[src/design/spct_pkg.sv]
// spct_pkg: shared types and codes for the servo pulse countdown timer.
// No dependencies; every other design file refers to it by scoped names.
package spct_pkg;

   localparam int unsigned COUNT_W = 24;

   // item kinds
   localparam logic [1:0] KIND_TICK  = 2'd0;
   localparam logic [1:0] KIND_ANGLE = 2'd1;
   localparam logic [1:0] KIND_LOAD  = 2'd2;

   // configuration register indexes
   localparam logic [1:0] CSR_TIMER_MODE = 2'd0;
   localparam logic [1:0] CSR_ON_ANGLE   = 2'd1;
   localparam logic [1:0] CSR_OFF_ANGLE  = 2'd2;

   // expiry actions
   localparam logic [1:0] MODE_SERVO_ON  = 2'd0;
   localparam logic [1:0] MODE_SERVO_OFF = 2'd1;
   localparam logic [1:0] MODE_SIGNAL    = 2'd2;
   localparam logic [1:0] MODE_NONE      = 2'd3;

   localparam logic [7:0] ON_ANGLE_RESET  = 8'd0;
   localparam logic [7:0] OFF_ANGLE_RESET = 8'd180;

   typedef struct packed {
      logic [1:0] kind;
      logic [7:0] angle;
      logic [6:0] days;
      logic [4:0] hours;
      logic [5:0] minutes;
      logic [5:0] seconds;
      logic       waiting_flag;
   } req_type;

   typedef struct packed {
      logic [4:0] pwm_compare;
      logic       display_off;
      logic       wake;
      logic       timer_done;
      logic [6:0] left_days;
      logic [4:0] left_hours;
      logic [5:0] left_minutes;
      logic [5:0] left_seconds;
   } rsp_type;

   // staged command: the timer load is already scaled to countdown units
   typedef struct packed {
      logic [1:0]         kind;
      logic [7:0]         angle;
      logic               waiting_flag;
      logic [COUNT_W-1:0] load;
   } cmd_type;

   // result of the state update, before the time split
   typedef struct packed {
      logic [4:0]         compare;
      logic               display_off;
      logic               wake;
      logic               timer_done;
      logic [COUNT_W-1:0] count;
   } tick_type;

   // configuration register write
   typedef struct packed {
      logic       write;
      logic [1:0] index;
      logic [7:0] wdata;
   } csr_type;

endpackage

[src/design/servo_pulse_countdown_timer_core.sv]
// servo_pulse_countdown_timer_core: top level of the servo switch countdown timer.
// Depends on spct_pkg, spct_intake, spct_state and spct_split.
//
// Takes one word per cycle on req_ (tick, angle command or timer load) when req_stall
// is low, and gives exactly one result word per accepted word on rsp_, in order. The
// input register feeds the state update (pulse counter, countdown, servo compare),
// which is registered, and three further registered steps split the remaining time
// into days, hours, minutes and seconds. Sustained rate is one word per cycle;
// rsp_stall backs up through the stages and a stage with a bubble keeps accepting.
// The csr_ port is always ready; write it only while no words are in flight.
module servo_pulse_countdown_timer_core (
   input  logic              clock,
   input  logic              reset,
   input  logic              req_valid,
   output logic              req_stall,
   input  spct_pkg::req_type req_word,
   output logic              rsp_valid,
   input  logic              rsp_stall,
   output spct_pkg::rsp_type rsp_word,
   input  logic              csr_valid,
   output logic              csr_ready,
   input  logic [1:0]        csr_index,
   input  logic [7:0]        csr_wdata
);

   logic               s0_valid;
   spct_pkg::cmd_type  s0_cmd;
   logic               s1_free;
   logic               s1_valid;
   spct_pkg::tick_type s1_tick;
   logic               s2_free;
   spct_pkg::csr_type  csr;

   assign csr_ready = 1'b1;

   always_comb begin
      csr.write = csr_valid && csr_ready;
      csr.index = csr_index;
      csr.wdata = csr_wdata;
   end

   spct_intake u_intake (
      .clock     (clock),
      .reset     (reset),
      .req_valid (req_valid),
      .req_stall (req_stall),
      .req_word  (req_word),
      .s0_valid  (s0_valid),
      .s0_cmd    (s0_cmd),
      .s1_free   (s1_free)
   );

   spct_state u_state (
      .clock    (clock),
      .reset    (reset),
      .csr      (csr),
      .s0_valid (s0_valid),
      .s0_cmd   (s0_cmd),
      .s1_free  (s1_free),
      .s1_valid (s1_valid),
      .s1_tick  (s1_tick),
      .s2_free  (s2_free)
   );

   spct_split u_split (
      .clock     (clock),
      .reset     (reset),
      .s1_valid  (s1_valid),
      .s1_tick   (s1_tick),
      .s2_free   (s2_free),
      .rsp_valid (rsp_valid),
      .rsp_stall (rsp_stall),
      .rsp_word  (rsp_word)
   );

endmodule

[src/design/spct_intake.sv]
// spct_intake: input register of the timer; scales a timer load to 1.5x seconds.
// Depends on spct_pkg.
module spct_intake (
   input  logic              clock,
   input  logic              reset,
   input  logic              req_valid,
   output logic              req_stall,
   input  spct_pkg::req_type req_word,
   output logic              s0_valid,
   output spct_pkg::cmd_type s0_cmd,
   input  logic              s1_free
);

   localparam logic [24:0] DAY_SECONDS    = 25'd86400;
   localparam logic [24:0] HOUR_SECONDS   = 25'd3600;
   localparam logic [24:0] MINUTE_SECONDS = 25'd60;

   logic              s0_valid_ff;
   logic              s0_valid_in;
   spct_pkg::cmd_type s0_cmd_ff;
   spct_pkg::cmd_type s0_cmd_in;
   logic              free0;
   logic [24:0]       total;
   logic [24:0]       scaled;

   assign free0     = !s0_valid_ff || s1_free;
   assign req_stall = !free0;

   always_comb begin
      total = 25'(req_word.days) * DAY_SECONDS
            + 25'(req_word.hours) * HOUR_SECONDS
            + 25'(req_word.minutes) * MINUTE_SECONDS
            + 25'(req_word.seconds);
      scaled = total + (total >> 1);
      s0_cmd_in.kind         = req_word.kind;
      s0_cmd_in.angle        = req_word.angle;
      s0_cmd_in.waiting_flag = req_word.waiting_flag;
      s0_cmd_in.load         = scaled[spct_pkg::COUNT_W-1:0];
   end

   assign s0_valid_in = free0 ? req_valid : s0_valid_ff;

   always_ff @(posedge clock) begin
      if (reset) begin
         s0_valid_ff <= 1'b0;
      end else begin
         s0_valid_ff <= s0_valid_in;
      end
   end

   always_ff @(posedge clock) begin
      if (req_valid && free0) begin
         s0_cmd_ff <= s0_cmd_in;
      end
   end

   assign s0_valid = s0_valid_ff;
   assign s0_cmd   = s0_cmd_ff;

endmodule

[src/design/spct_state.sv]
// spct_state: configuration registers, pulse counter, countdown and compare state.
// Depends on spct_pkg.
module spct_state (
   input  logic               clock,
   input  logic               reset,
   input  spct_pkg::csr_type  csr,
   input  logic               s0_valid,
   input  spct_pkg::cmd_type  s0_cmd,
   output logic               s1_free,
   output logic               s1_valid,
   output spct_pkg::tick_type s1_tick,
   input  logic               s2_free
);

   localparam logic [4:0] PULSE_CLEAR_AT = 5'd1;
   localparam logic [4:0] DISPLAY_OFF_AT = 5'd10;
   localparam logic [4:0] PULSE_LIMIT    = 5'd20;

   logic [1:0]                   mode_ff;
   logic [7:0]                   on_angle_ff;
   logic [7:0]                   off_angle_ff;
   logic [4:0]                   pulse_ff;
   logic [4:0]                   pulse_in;
   logic [spct_pkg::COUNT_W-1:0] count_ff;
   logic [spct_pkg::COUNT_W-1:0] count_in;
   logic [spct_pkg::COUNT_W-1:0] count_dec;
   logic [4:0]                   compare_ff;
   logic [4:0]                   compare_in;
   logic                         disp;
   logic                         wake;
   logic                         done;
   logic                         take;
   logic                         s1_valid_ff;
   logic                         s1_valid_in;
   spct_pkg::tick_type           s1_tick_ff;
   spct_pkg::tick_type           s1_tick_in;

   // floor(deg / 10) + 6, exact for 8-bit degrees
   function automatic logic [4:0] to_compare(input logic [7:0] deg);
      logic [15:0] p;
      p = 16'(deg) * 16'd205;
      return 5'(p[15:11] + 5'd6);
   endfunction

   // 4 = 1 mod 3, so base-4 digit sums keep the residue
   function automatic logic mod3_zero(input logic [spct_pkg::COUNT_W-1:0] v);
      logic [5:0] s1;
      logic [3:0] s2;
      logic [2:0] s3;
      s1 = 6'd0;
      for (int i = 0; i < spct_pkg::COUNT_W / 2; i++) begin
         s1 = s1 + 6'(v[2*i +: 2]);
      end
      s2 = 4'(s1[1:0]) + 4'(s1[3:2]) + 4'(s1[5:4]);
      s3 = 3'(s2[1:0]) + 3'(s2[3:2]);
      return (s3 == 3'd0) || (s3 == 3'd3);
   endfunction

   assign s1_free = !s1_valid_ff || s2_free;
   assign take    = s0_valid && s1_free;

   always_ff @(posedge clock) begin
      if (reset) begin
         mode_ff      <= spct_pkg::MODE_NONE;
         on_angle_ff  <= spct_pkg::ON_ANGLE_RESET;
         off_angle_ff <= spct_pkg::OFF_ANGLE_RESET;
      end else if (csr.write) begin
         case (csr.index)
            spct_pkg::CSR_TIMER_MODE: mode_ff      <= csr.wdata[1:0];
            spct_pkg::CSR_ON_ANGLE:   on_angle_ff  <= csr.wdata;
            spct_pkg::CSR_OFF_ANGLE:  off_angle_ff <= csr.wdata;
            default: ;
         endcase
      end
   end

   assign count_dec = (count_ff != '0) ? count_ff - 1'b1 : count_ff;

   always_comb begin
      pulse_in   = pulse_ff;
      count_in   = count_ff;
      compare_in = compare_ff;
      disp       = 1'b0;
      wake       = 1'b0;
      done       = 1'b0;
      case (s0_cmd.kind)
         spct_pkg::KIND_ANGLE: begin
            compare_in = to_compare(s0_cmd.angle);
            pulse_in   = 5'd0;
         end
         spct_pkg::KIND_LOAD: begin
            count_in = s0_cmd.load;
         end
         spct_pkg::KIND_TICK: begin
            if (pulse_ff == PULSE_CLEAR_AT) begin
               compare_in = 5'd0;
            end
            disp = (pulse_ff == DISPLAY_OFF_AT);
            if (pulse_ff < PULSE_LIMIT) begin
               pulse_in = pulse_ff + 5'd1;
            end
            wake     = s0_cmd.waiting_flag && mod3_zero(count_ff);
            count_in = count_dec;
            if (count_dec == spct_pkg::COUNT_W'(1)) begin
               case (mode_ff)
                  spct_pkg::MODE_SERVO_ON: begin
                     compare_in = to_compare(on_angle_ff);
                     pulse_in   = 5'd0;
                  end
                  spct_pkg::MODE_SERVO_OFF: begin
                     compare_in = to_compare(off_angle_ff);
                     pulse_in   = 5'd0;
                  end
                  spct_pkg::MODE_SIGNAL: done = 1'b1;
                  default: ;
               endcase
            end
         end
         default: ;
      endcase
      s1_tick_in.compare     = compare_in;
      s1_tick_in.display_off = disp;
      s1_tick_in.wake        = wake;
      s1_tick_in.timer_done  = done;
      s1_tick_in.count       = count_in;
   end

   assign s1_valid_in = s1_free ? s0_valid : s1_valid_ff;

   always_ff @(posedge clock) begin
      if (reset) begin
         pulse_ff    <= 5'd0;
         count_ff    <= '0;
         compare_ff  <= 5'd0;
         s1_valid_ff <= 1'b0;
      end else begin
         s1_valid_ff <= s1_valid_in;
         if (take) begin
            pulse_ff   <= pulse_in;
            count_ff   <= count_in;
            compare_ff <= compare_in;
         end
      end
   end

   always_ff @(posedge clock) begin
      if (take) begin
         s1_tick_ff <= s1_tick_in;
      end
   end

   assign s1_valid = s1_valid_ff;
   assign s1_tick  = s1_tick_ff;

endmodule

[src/design/spct_split.sv]
// spct_split: splits the remaining time into days, hours, minutes, seconds
// over two stages and the result register. Depends on spct_pkg.
module spct_split (
   input  logic               clock,
   input  logic               reset,
   input  logic               s1_valid,
   input  spct_pkg::tick_type s1_tick,
   output logic               s2_free,
   output logic               rsp_valid,
   input  logic               rsp_stall,
   output spct_pkg::rsp_type  rsp_word
);

   localparam int unsigned PROD_W = 49;
   // exact reciprocals for 24-bit counts: c/129600, c/5400, c/90
   localparam logic [24:0] RECIP_DAY  = 25'd16967773;
   localparam logic [24:0] RECIP_HOUR = 25'd25451659;
   localparam logic [24:0] RECIP_MIN  = 25'd23860930;
   localparam int unsigned SHIFT_DAY  = 41;
   localparam int unsigned SHIFT_HOUR = 37;
   localparam int unsigned SHIFT_MIN  = 31;

   typedef struct packed {
      logic [4:0]                   compare;
      logic                         display_off;
      logic                         wake;
      logic                         timer_done;
      logic [spct_pkg::COUNT_W-1:0] count;
      logic [7:0]                   qd;
      logic [11:0]                  qh;
      logic [17:0]                  qm;
   } quot_type;

   typedef struct packed {
      logic [4:0] compare;
      logic       display_off;
      logic       wake;
      logic       timer_done;
      logic [6:0] days;
      logic [4:0] hours;
      logic [5:0] minutes;
      logic [6:0] rem;
   } part_type;

   logic              s2_valid_ff;
   logic              s2_valid_in;
   quot_type          s2_ff;
   quot_type          s2_in;
   logic              s3_valid_ff;
   logic              s3_valid_in;
   part_type          s3_ff;
   part_type          s3_in;
   logic              rsp_valid_ff;
   logic              rsp_valid_in;
   spct_pkg::rsp_type rsp_ff;
   spct_pkg::rsp_type rsp_in;
   logic              s3_free;
   logic              out_free;
   logic [PROD_W-1:0] prod_d;
   logic [PROD_W-1:0] prod_h;
   logic [PROD_W-1:0] prod_m;
   logic [11:0]       hours_full;
   logic [17:0]       minutes_full;
   logic [spct_pkg::COUNT_W-1:0] rem_full;
   logic [7:0]        twice_rem;
   logic [15:0]       prod_s;

   assign out_free = !rsp_valid_ff || !rsp_stall;
   assign s3_free  = !s3_valid_ff || out_free;
   assign s2_free  = !s2_valid_ff || s3_free;

   // quotient stage
   always_comb begin
      prod_d = PROD_W'(s1_tick.count) * PROD_W'(RECIP_DAY);
      prod_h = PROD_W'(s1_tick.count) * PROD_W'(RECIP_HOUR);
      prod_m = PROD_W'(s1_tick.count) * PROD_W'(RECIP_MIN);
      s2_in.compare     = s1_tick.compare;
      s2_in.display_off = s1_tick.display_off;
      s2_in.wake        = s1_tick.wake;
      s2_in.timer_done  = s1_tick.timer_done;
      s2_in.count       = s1_tick.count;
      s2_in.qd          = 8'(prod_d >> SHIFT_DAY);
      s2_in.qh          = 12'(prod_h >> SHIFT_HOUR);
      s2_in.qm          = 18'(prod_m >> SHIFT_MIN);
   end

   // remainder stage
   always_comb begin
      hours_full   = s2_ff.qh - 12'(s2_ff.qd) * 12'd24;
      minutes_full = s2_ff.qm - 18'(s2_ff.qh) * 18'd60;
      rem_full     = s2_ff.count - spct_pkg::COUNT_W'(s2_ff.qm) * spct_pkg::COUNT_W'(90);
      s3_in.compare     = s2_ff.compare;
      s3_in.display_off = s2_ff.display_off;
      s3_in.wake        = s2_ff.wake;
      s3_in.timer_done  = s2_ff.timer_done;
      s3_in.days        = (s2_ff.qd > 8'd127) ? 7'd127 : s2_ff.qd[6:0];
      s3_in.hours       = hours_full[4:0];
      s3_in.minutes     = minutes_full[5:0];
      s3_in.rem         = rem_full[6:0];
   end

   // seconds = floor(2 * rem / 3)
   always_comb begin
      twice_rem = {s3_ff.rem, 1'b0};
      prod_s    = 16'(twice_rem) * 16'd171;
      rsp_in.pwm_compare  = s3_ff.compare;
      rsp_in.display_off  = s3_ff.display_off;
      rsp_in.wake         = s3_ff.wake;
      rsp_in.timer_done   = s3_ff.timer_done;
      rsp_in.left_days    = s3_ff.days;
      rsp_in.left_hours   = s3_ff.hours;
      rsp_in.left_minutes = s3_ff.minutes;
      rsp_in.left_seconds = prod_s[14:9];
   end

   assign s2_valid_in  = s2_free ? s1_valid : s2_valid_ff;
   assign s3_valid_in  = s3_free ? s2_valid_ff : s3_valid_ff;
   assign rsp_valid_in = out_free ? s3_valid_ff : rsp_valid_ff;

   always_ff @(posedge clock) begin
      if (reset) begin
         s2_valid_ff  <= 1'b0;
         s3_valid_ff  <= 1'b0;
         rsp_valid_ff <= 1'b0;
      end else begin
         s2_valid_ff  <= s2_valid_in;
         s3_valid_ff  <= s3_valid_in;
         rsp_valid_ff <= rsp_valid_in;
      end
   end

   always_ff @(posedge clock) begin
      if (s1_valid && s2_free) begin
         s2_ff <= s2_in;
      end
      if (s2_valid_ff && s3_free) begin
         s3_ff <= s3_in;
      end
      if (s3_valid_ff && out_free) begin
         rsp_ff <= rsp_in;
      end
   end

   assign rsp_valid = rsp_valid_ff;
   assign rsp_word  = rsp_ff;

endmodule

[config.mk]
export PLATFORM = sky130hd
export DESIGN_NAME = servo_pulse_countdown_timer_core
export DESIGN_NICKNAME = d
export VERILOG_FILES = /design/src/design/spct_pkg.sv /design/src/design/servo_pulse_countdown_timer_core.sv /design/src/design/spct_intake.sv /design/src/design/spct_state.sv /design/src/design/spct_split.sv
export SDC_FILE = /design/constraint.sdc
export NUM_CORES = 2
export LEC_CHECK = 0
export BUFFER_PORTS_ARGS = -buffer_cell sky130_fd_sc_hd__buf_2
export CORE_AREA = 5 5 284 286
export DETAILED_ROUTE_END_ITERATION = 8
export DIE_AREA = 0 0 289 291
export GPL_ROUTABILITY_DRIVEN = 1
export PLACE_DENSITY = 0.65
export SETUP_SLACK_MARGIN = 0.4
export SYNTH_ARGS = -nofsm -noshare
export SYNTH_HDL_FRONTEND = slang
export SYNTH_SLANG_ARGS = --single-unit
[constraint.sdc]
create_clock -name clock -period 12.1 [get_ports clock]
set_clock_uncertainty 0.05 [all_clocks]
set_input_delay 1.815 -clock clock [delete_from_list [all_inputs] [get_ports clock]]
set_output_delay 1.815 -clock clock [all_outputs]
set_load 0.01 [all_outputs]
Yosys cells after proc, flatten, opt, wreduce, memory -nomap -nowiden
Cells that the tools add are included.

cells by class
  add/sub/neg operators = 26
  multipliers = 13
  divide/modulo/power cells = 0
  order comparisons = 2
  equality and inequality tests = 10
  shift operators = 0
  mux-type cells = 11
  bitwise operators = 0
  reductions and logical operators = 31

operators by type and width
  operator                number
  $mul 24x25->49 const B  2
  $add 6x2->6             10
  $mul 24x24->48 const B  1
  $mul 8x8->16 const B    3
  $pmux 24 s2             1
  $pmux 5 s2              3
  $add 24x17->25          1
  $add 25x12->25          1
  $add 25x6->25           1
  $mux 5                  5
  $add 24x24->24          1
  $eq 24x1->1 const B     1
  $mux 24                 1
  $reduce_bool 24->1      1
  $sub 24x1->24 const B   1
  $mul 18x6->6 const B    1
  $mul 7x10->17 const B   1
  $add 5x3->5 const B     3
  $mul 7x8->14 const B    1
  $mul 5x8->13 const B    1
  $mul 12x4->4 const B    1
  $mul 6x4->10 const B    1
  $reduce_and 2->1        5
  $add 2x2->3             3
  other kinds (21)        43

word-level totals
  register bits = 242
  latch bits = 0
  RAM bits = 0
  bits in read-only memories = 0
  input port bits = 50
  word-level logic and storage cells = 137
  memories = 0

Longest topological paths before layout
  depth after elaboration = 17
  gate-level depth with buffers = 28
  mapped depth without buffers = 27

Modules after synthesis
Synthesis repeated with hierarchy kept, for this count alone.

second synthesis, totals
  cells, all modules = 3885
  area total of the unflattened synthesis = 39288.9 um^2

modules (own cells, without submodules)
  module                            instances  cells each  area an instance (um^2)  seq. area each (um^2)
  spct_split                        1          2342        25162.9                  3032.9
  spct_state                        1          967         8647.0                   2021.9
  spct_intake                       1          574         5467.7                   1071.0
  servo_pulse_countdown_timer_core  1          2           11.3                     0.0

Worst setup path after synthesis
No wires, ideal clock.

  path type = input port to flip-flop
  from = in req_word[10] (netlist name)
  to = reg u_intake.s0_cmd_ff, in the netlist u_intake.s0_cmd[22] (data pin)
  setup time = 280 ps
  arrival time = 7523 ps
  data required time = 11770 ps
  slack = 4247 ps
  cell stages on the path = 27
  cells stage by stage = inv_1 -> fa_1 -> fa_1 -> inv_1 -> ha_1 -> a21oi_1 -> o21bai_1 -> a21oi_1 -> xnor2_1 -> fa_1 -> inv_1 -> ha_1 -> or3_1 -> o22a_1 -> o31a_1 -> a41o_1 -> o21a_1 -> a21oi_1 -> xnor2_1 -> ha_1 -> a21o_1 -> a21o_1 -> a21o_1 -> or3_1 -> a31oi_1 -> or3_1 -> o211ai_1

between the ends
  word-level cells in the longest chain between the ends = 4

RTL lines
  element                  line                                    source
  start: declaration       servo_pulse_countdown_timer_core.sv:16  input spct_pkg::req_type req_word,
  $mul 6x4->10             spct_intake.sv:32                       + 25'(req_word.minutes) * MINUTE_SECONDS
  $add 25x12->25           spct_intake.sv:32
  $add 25x6->25            spct_intake.sv:33                       + 25'(req_word.seconds);
  $add 24x24->24           spct_intake.sv:34                       scaled = total + (total >> 1);
  net u_intake.scaled[22]  spct_intake.sv:24                       logic [24:0] scaled;
  end signal: assignment   spct_intake.sv:53                       s0_cmd_ff <= s0_cmd_in;
  end: declaration         spct_intake.sv:20                       spct_pkg::cmd_type s0_cmd_ff;

The timed path passes the listed nets, and every way through them passes these cells.
A chain may end at the register's enable or synchronous reset.

Final worst setup path
Same ends and word-level chain as after synthesis.

==> impl_metrics.tcl <==
set metrics [dict create \
    portBuffers 83 \
    period_utilization_pct 65.2 \
    finalWirelength_um 90300 \
    cts.path.max_buffers 3 \
    start_util_pct 49.2 \
    critical_path.startpoint_type "input port" \
    final_number_of_hold_violating_endpoints 0 \
    floorplan.die_area_um2 84100 \
    routed_wire_length_per_instance_um 18.5 \
    critical_path_peak_fanout 5 \
    layout.core_utilization_pct 52.6 \
    die_width_um 289 \
    edff_count_synth 166 \
    worst_ep_arrival_time_ps 8100 \
    synth_compound_gate_area_share_pct 7.80 \
    dr_total_vias 25674 \
    critical_path_buf_inv_count 4 \
    ys_seq_elements 223 \
    synth.top_cell.area_share_pct 28.2 \
    maxClockFrequency_mhz 127 \
    synth.top_cells.by_area "sky130_fd_sc_hd__fa_1 28%, sky130_fd_sc_hd__ha_1 28%, sky130_fd_sc_hd__edfxtp_1 13%" \
    final_period_demand_of_the_worst_path_ps 7880 \
    filler_cell_count 7045 \
    setup_total_negative_slack_ps 0 \
    antenna_viol_nets_final 0 \
    min_path_type "flip-flop to flip-flop" \
    cts.sink_count 223 \
    cts.root.buffer_cell "sky130_fd_sc_hd__clkbuf_16" \
    synthMostInstantiatedCell "sky130_fd_sc_hd__inv_1" \
    synth_async_sr_flop_share_pct 0 \
    critical_path.top_delay_family "compound AO/OA/AOI/OAI gates" \
    synthMuxAreaShare_pct 0.683 \
    antenna_cells 0 \
    post_synth_fa_ha_maj_area_fraction_pct 56.3 \
    timing.critical_path.to_type "flip-flop" \
    cts_hold_buffers 0 \
    synthesis.yosys.warnings 0 \
    drt-pass1-iter-count 5 \
    globalRouteTotalUtil_pct 21.9 \
    cts.clk_slew.worst_paths_ps 70 \
    grt_first_pass_wirelength_um 146000 \
    post-dp-hpwl_um 76400 \
    core_rows 103 \
    dieHeight_um 291 \
    report.final.setup_viol 0 \
    rsz0062_at_grt "false" \
    crit_slowest_cell "sky130_fd_sc_hd__fa_1" \
    critPathKind "input port to flip-flop" \
    synth_xor_xnor_area_share_pct 3.33 \
    cp.required_ps 12310 \
    core_area_um2 78100 \
    critical_path.max_stage_delay_ps 510 \
    antenna_found_initial 2 \
    slew_viol_final 0 \
    synthCells 3710 \
    synth_simple_gate_area_share_pct 6.02 \
    gr-total-overflow 0 \
    cts-htree-levels 1 \
    netlist_area_um2 38400 \
    cts_buffers 25 \
    io_pins 85 \
    final_layout_size_suffix_gt1_share_pct 5.13 \
    outcome "complete, no violations" \
    synth_sequential_area_ratio_pct 15.9 \
    cell_taking_the_most_area_after_synthesis "sky130_fd_sc_hd__fa_1" \
    first_global_vias 27171 \
    initialDrtViolationCount 1218 \
    synthFlopType "sky130_fd_sc_hd__edfxtp_1" \
    synth_fp_nets 5166 \
    drt_drc_violations_left 0 \
    yosys.cell_types.count 83 \
    clock_latency_ps 540 \
    number_of_max_capacitance_violations_reported 0 \
    tightestPinTransition_ps 1170 \
    grt_start_max_net_pins 67 \
    synth_top_family_by_area "adder cells" \
    slew_headroom_pct 21.8 \
    gp_congestion 0.947 \
    avgSynthCellArea_um2 10.4 \
    tritoncts "done" \
    cts_post_setup_buffers_inserted 0 \
    avgViaCountPerCell 5.27 \
    final_nets 5260 \
    synth.cells.most_frequent "963 x sky130_fd_sc_hd__inv_1, 865 x sky130_fd_sc_hd__ha_1, 541 x sky130_fd_sc_hd__fa_1" \
    area_growth_syn_to_layout_pct 6.89 \
    cts.repair.resized 0 \
]
==> per-stage QoR <==
step	setup slack, ps	cell area, um^2	hold slack, ps	instances
floorplan	4250	38400	350	3710
global placement	3750	40200	352	4827
detailed placement	3710	40200	355	4827
CTS	4260	41100	362	4873
global route	3870	41100	368	4873
finish	4220	41100	358	4873
==> flip-flops by register name, indices dropped and copies added (netlist names) <==
signal                flops
u_state.compare_ff        5
u_split.s3_ff             7
u_state.off_angle_ff      8
u_split.rsp_word         32
u_split.s2_ff            34
u_split.rsp_in           26
u_split.s3_valid_ff       1
u_intake.s0_cmd          35
u_state.mode_ff           2
u_intake.s0_valid         1
u_state.count_ff         24
u_state.pulse_ff          5
u_split.rsp_valid         1
u_split.s2_valid_ff       1
u_state.s1_tick          32
u_state.s1_valid          1
u_state.on_angle_ff       8
==> kinds of logic after synthesis <==
logic type | Yosys count
other | 1
xor gates and xnor gates | 146
and+or+nand+nor | 445
adders and majority gates | 1406
AOI/OAI and AO/OA | 458
DFF | 223
muxes | 26
buffers and inverters | 1005
==> worst register-to-register path: stages, from the launching register on <==
cell,delay [ps]
sky130_fd_sc_hd__edfxtp_1,1020
sky130_fd_sc_hd__fa_1,580
sky130_fd_sc_hd__ha_1,370
sky130_fd_sc_hd__inv_1,110
sky130_fd_sc_hd__fa_1,520
sky130_fd_sc_hd__inv_1,60
sky130_fd_sc_hd__fa_1,500
sky130_fd_sc_hd__fa_1,550
sky130_fd_sc_hd__inv_1,60
sky130_fd_sc_hd__fa_1,530
sky130_fd_sc_hd__inv_1,40
sky130_fd_sc_hd__ha_1,280
sky130_fd_sc_hd__ha_1,280
sky130_fd_sc_hd__and3_1,180
sky130_fd_sc_hd__a221oi_1,490
sky130_fd_sc_hd__o21bai_1,150
sky130_fd_sc_hd__a221oi_1,320
sky130_fd_sc_hd__o221a_2,280
sky130_fd_sc_hd__a21oi_1,110
sky130_fd_sc_hd__o31ai_1,360
sky130_fd_sc_hd__a21oi_1,150
sky130_fd_sc_hd__xor2_1,160
==> path summary, 6_finish.rpt <==
check	from	end	slack (ps)	cells after the start
max	req_word[10]	u_intake.s0_cmd[22]	4220	28
min	u_split.rsp_in[31]	u_split.rsp_word[31]	360	0
max reg2reg	u_state.s1_tick[16]	u_split.s2_ff[36]	4660	21
min reg2reg	u_split.rsp_in[31]	u_split.rsp_word[31]	360	0
==> layout by cell type, fill, tap and decap left out, drive strengths merged, types with 21 or more instances in the layout <==
cell type  Yosys  layout
fa           541     541
nor4          21      21
nor2         115     115
xnor2        106     106
a21oi        133     133
mux2i         24      24
nand3         40      40
nor3          34      34
ha           865     865
clkbuf        30      30
buf           11     108
o21ai         84      84
xor2          40      40
edfxtp       166     166
inv          964     969
o21a          26      26
nand2         99      99
dfxtp         57      57
a21o          58      58
==> cell type report <==
cell class                 count  area (um^2)  share of cell area [%]
clock inverter                16          200                   0.487
clock buffer                  30          696                    1.69
multi-input combinational   2482        28500                    69.4
tap                         1050         1310                    3.20
inverter                     964         3620                    8.80
timing repair buffer         108          603                    1.47
sequential                   223         6130                    14.9
==> per-layer routing <==
layer  up-vias  wire [um]  track usage (%)
li1      12327          -                -
met1     12611      38300             28.5
met2       583      43900             37.8
met3       149       4810             3.38
met4         4       3230             6.28
met5         -         25                0
Power is left out: the tool's default activity adds up to more than one toggle a clock period on the data nets, which glitch-free logic cannot reach.
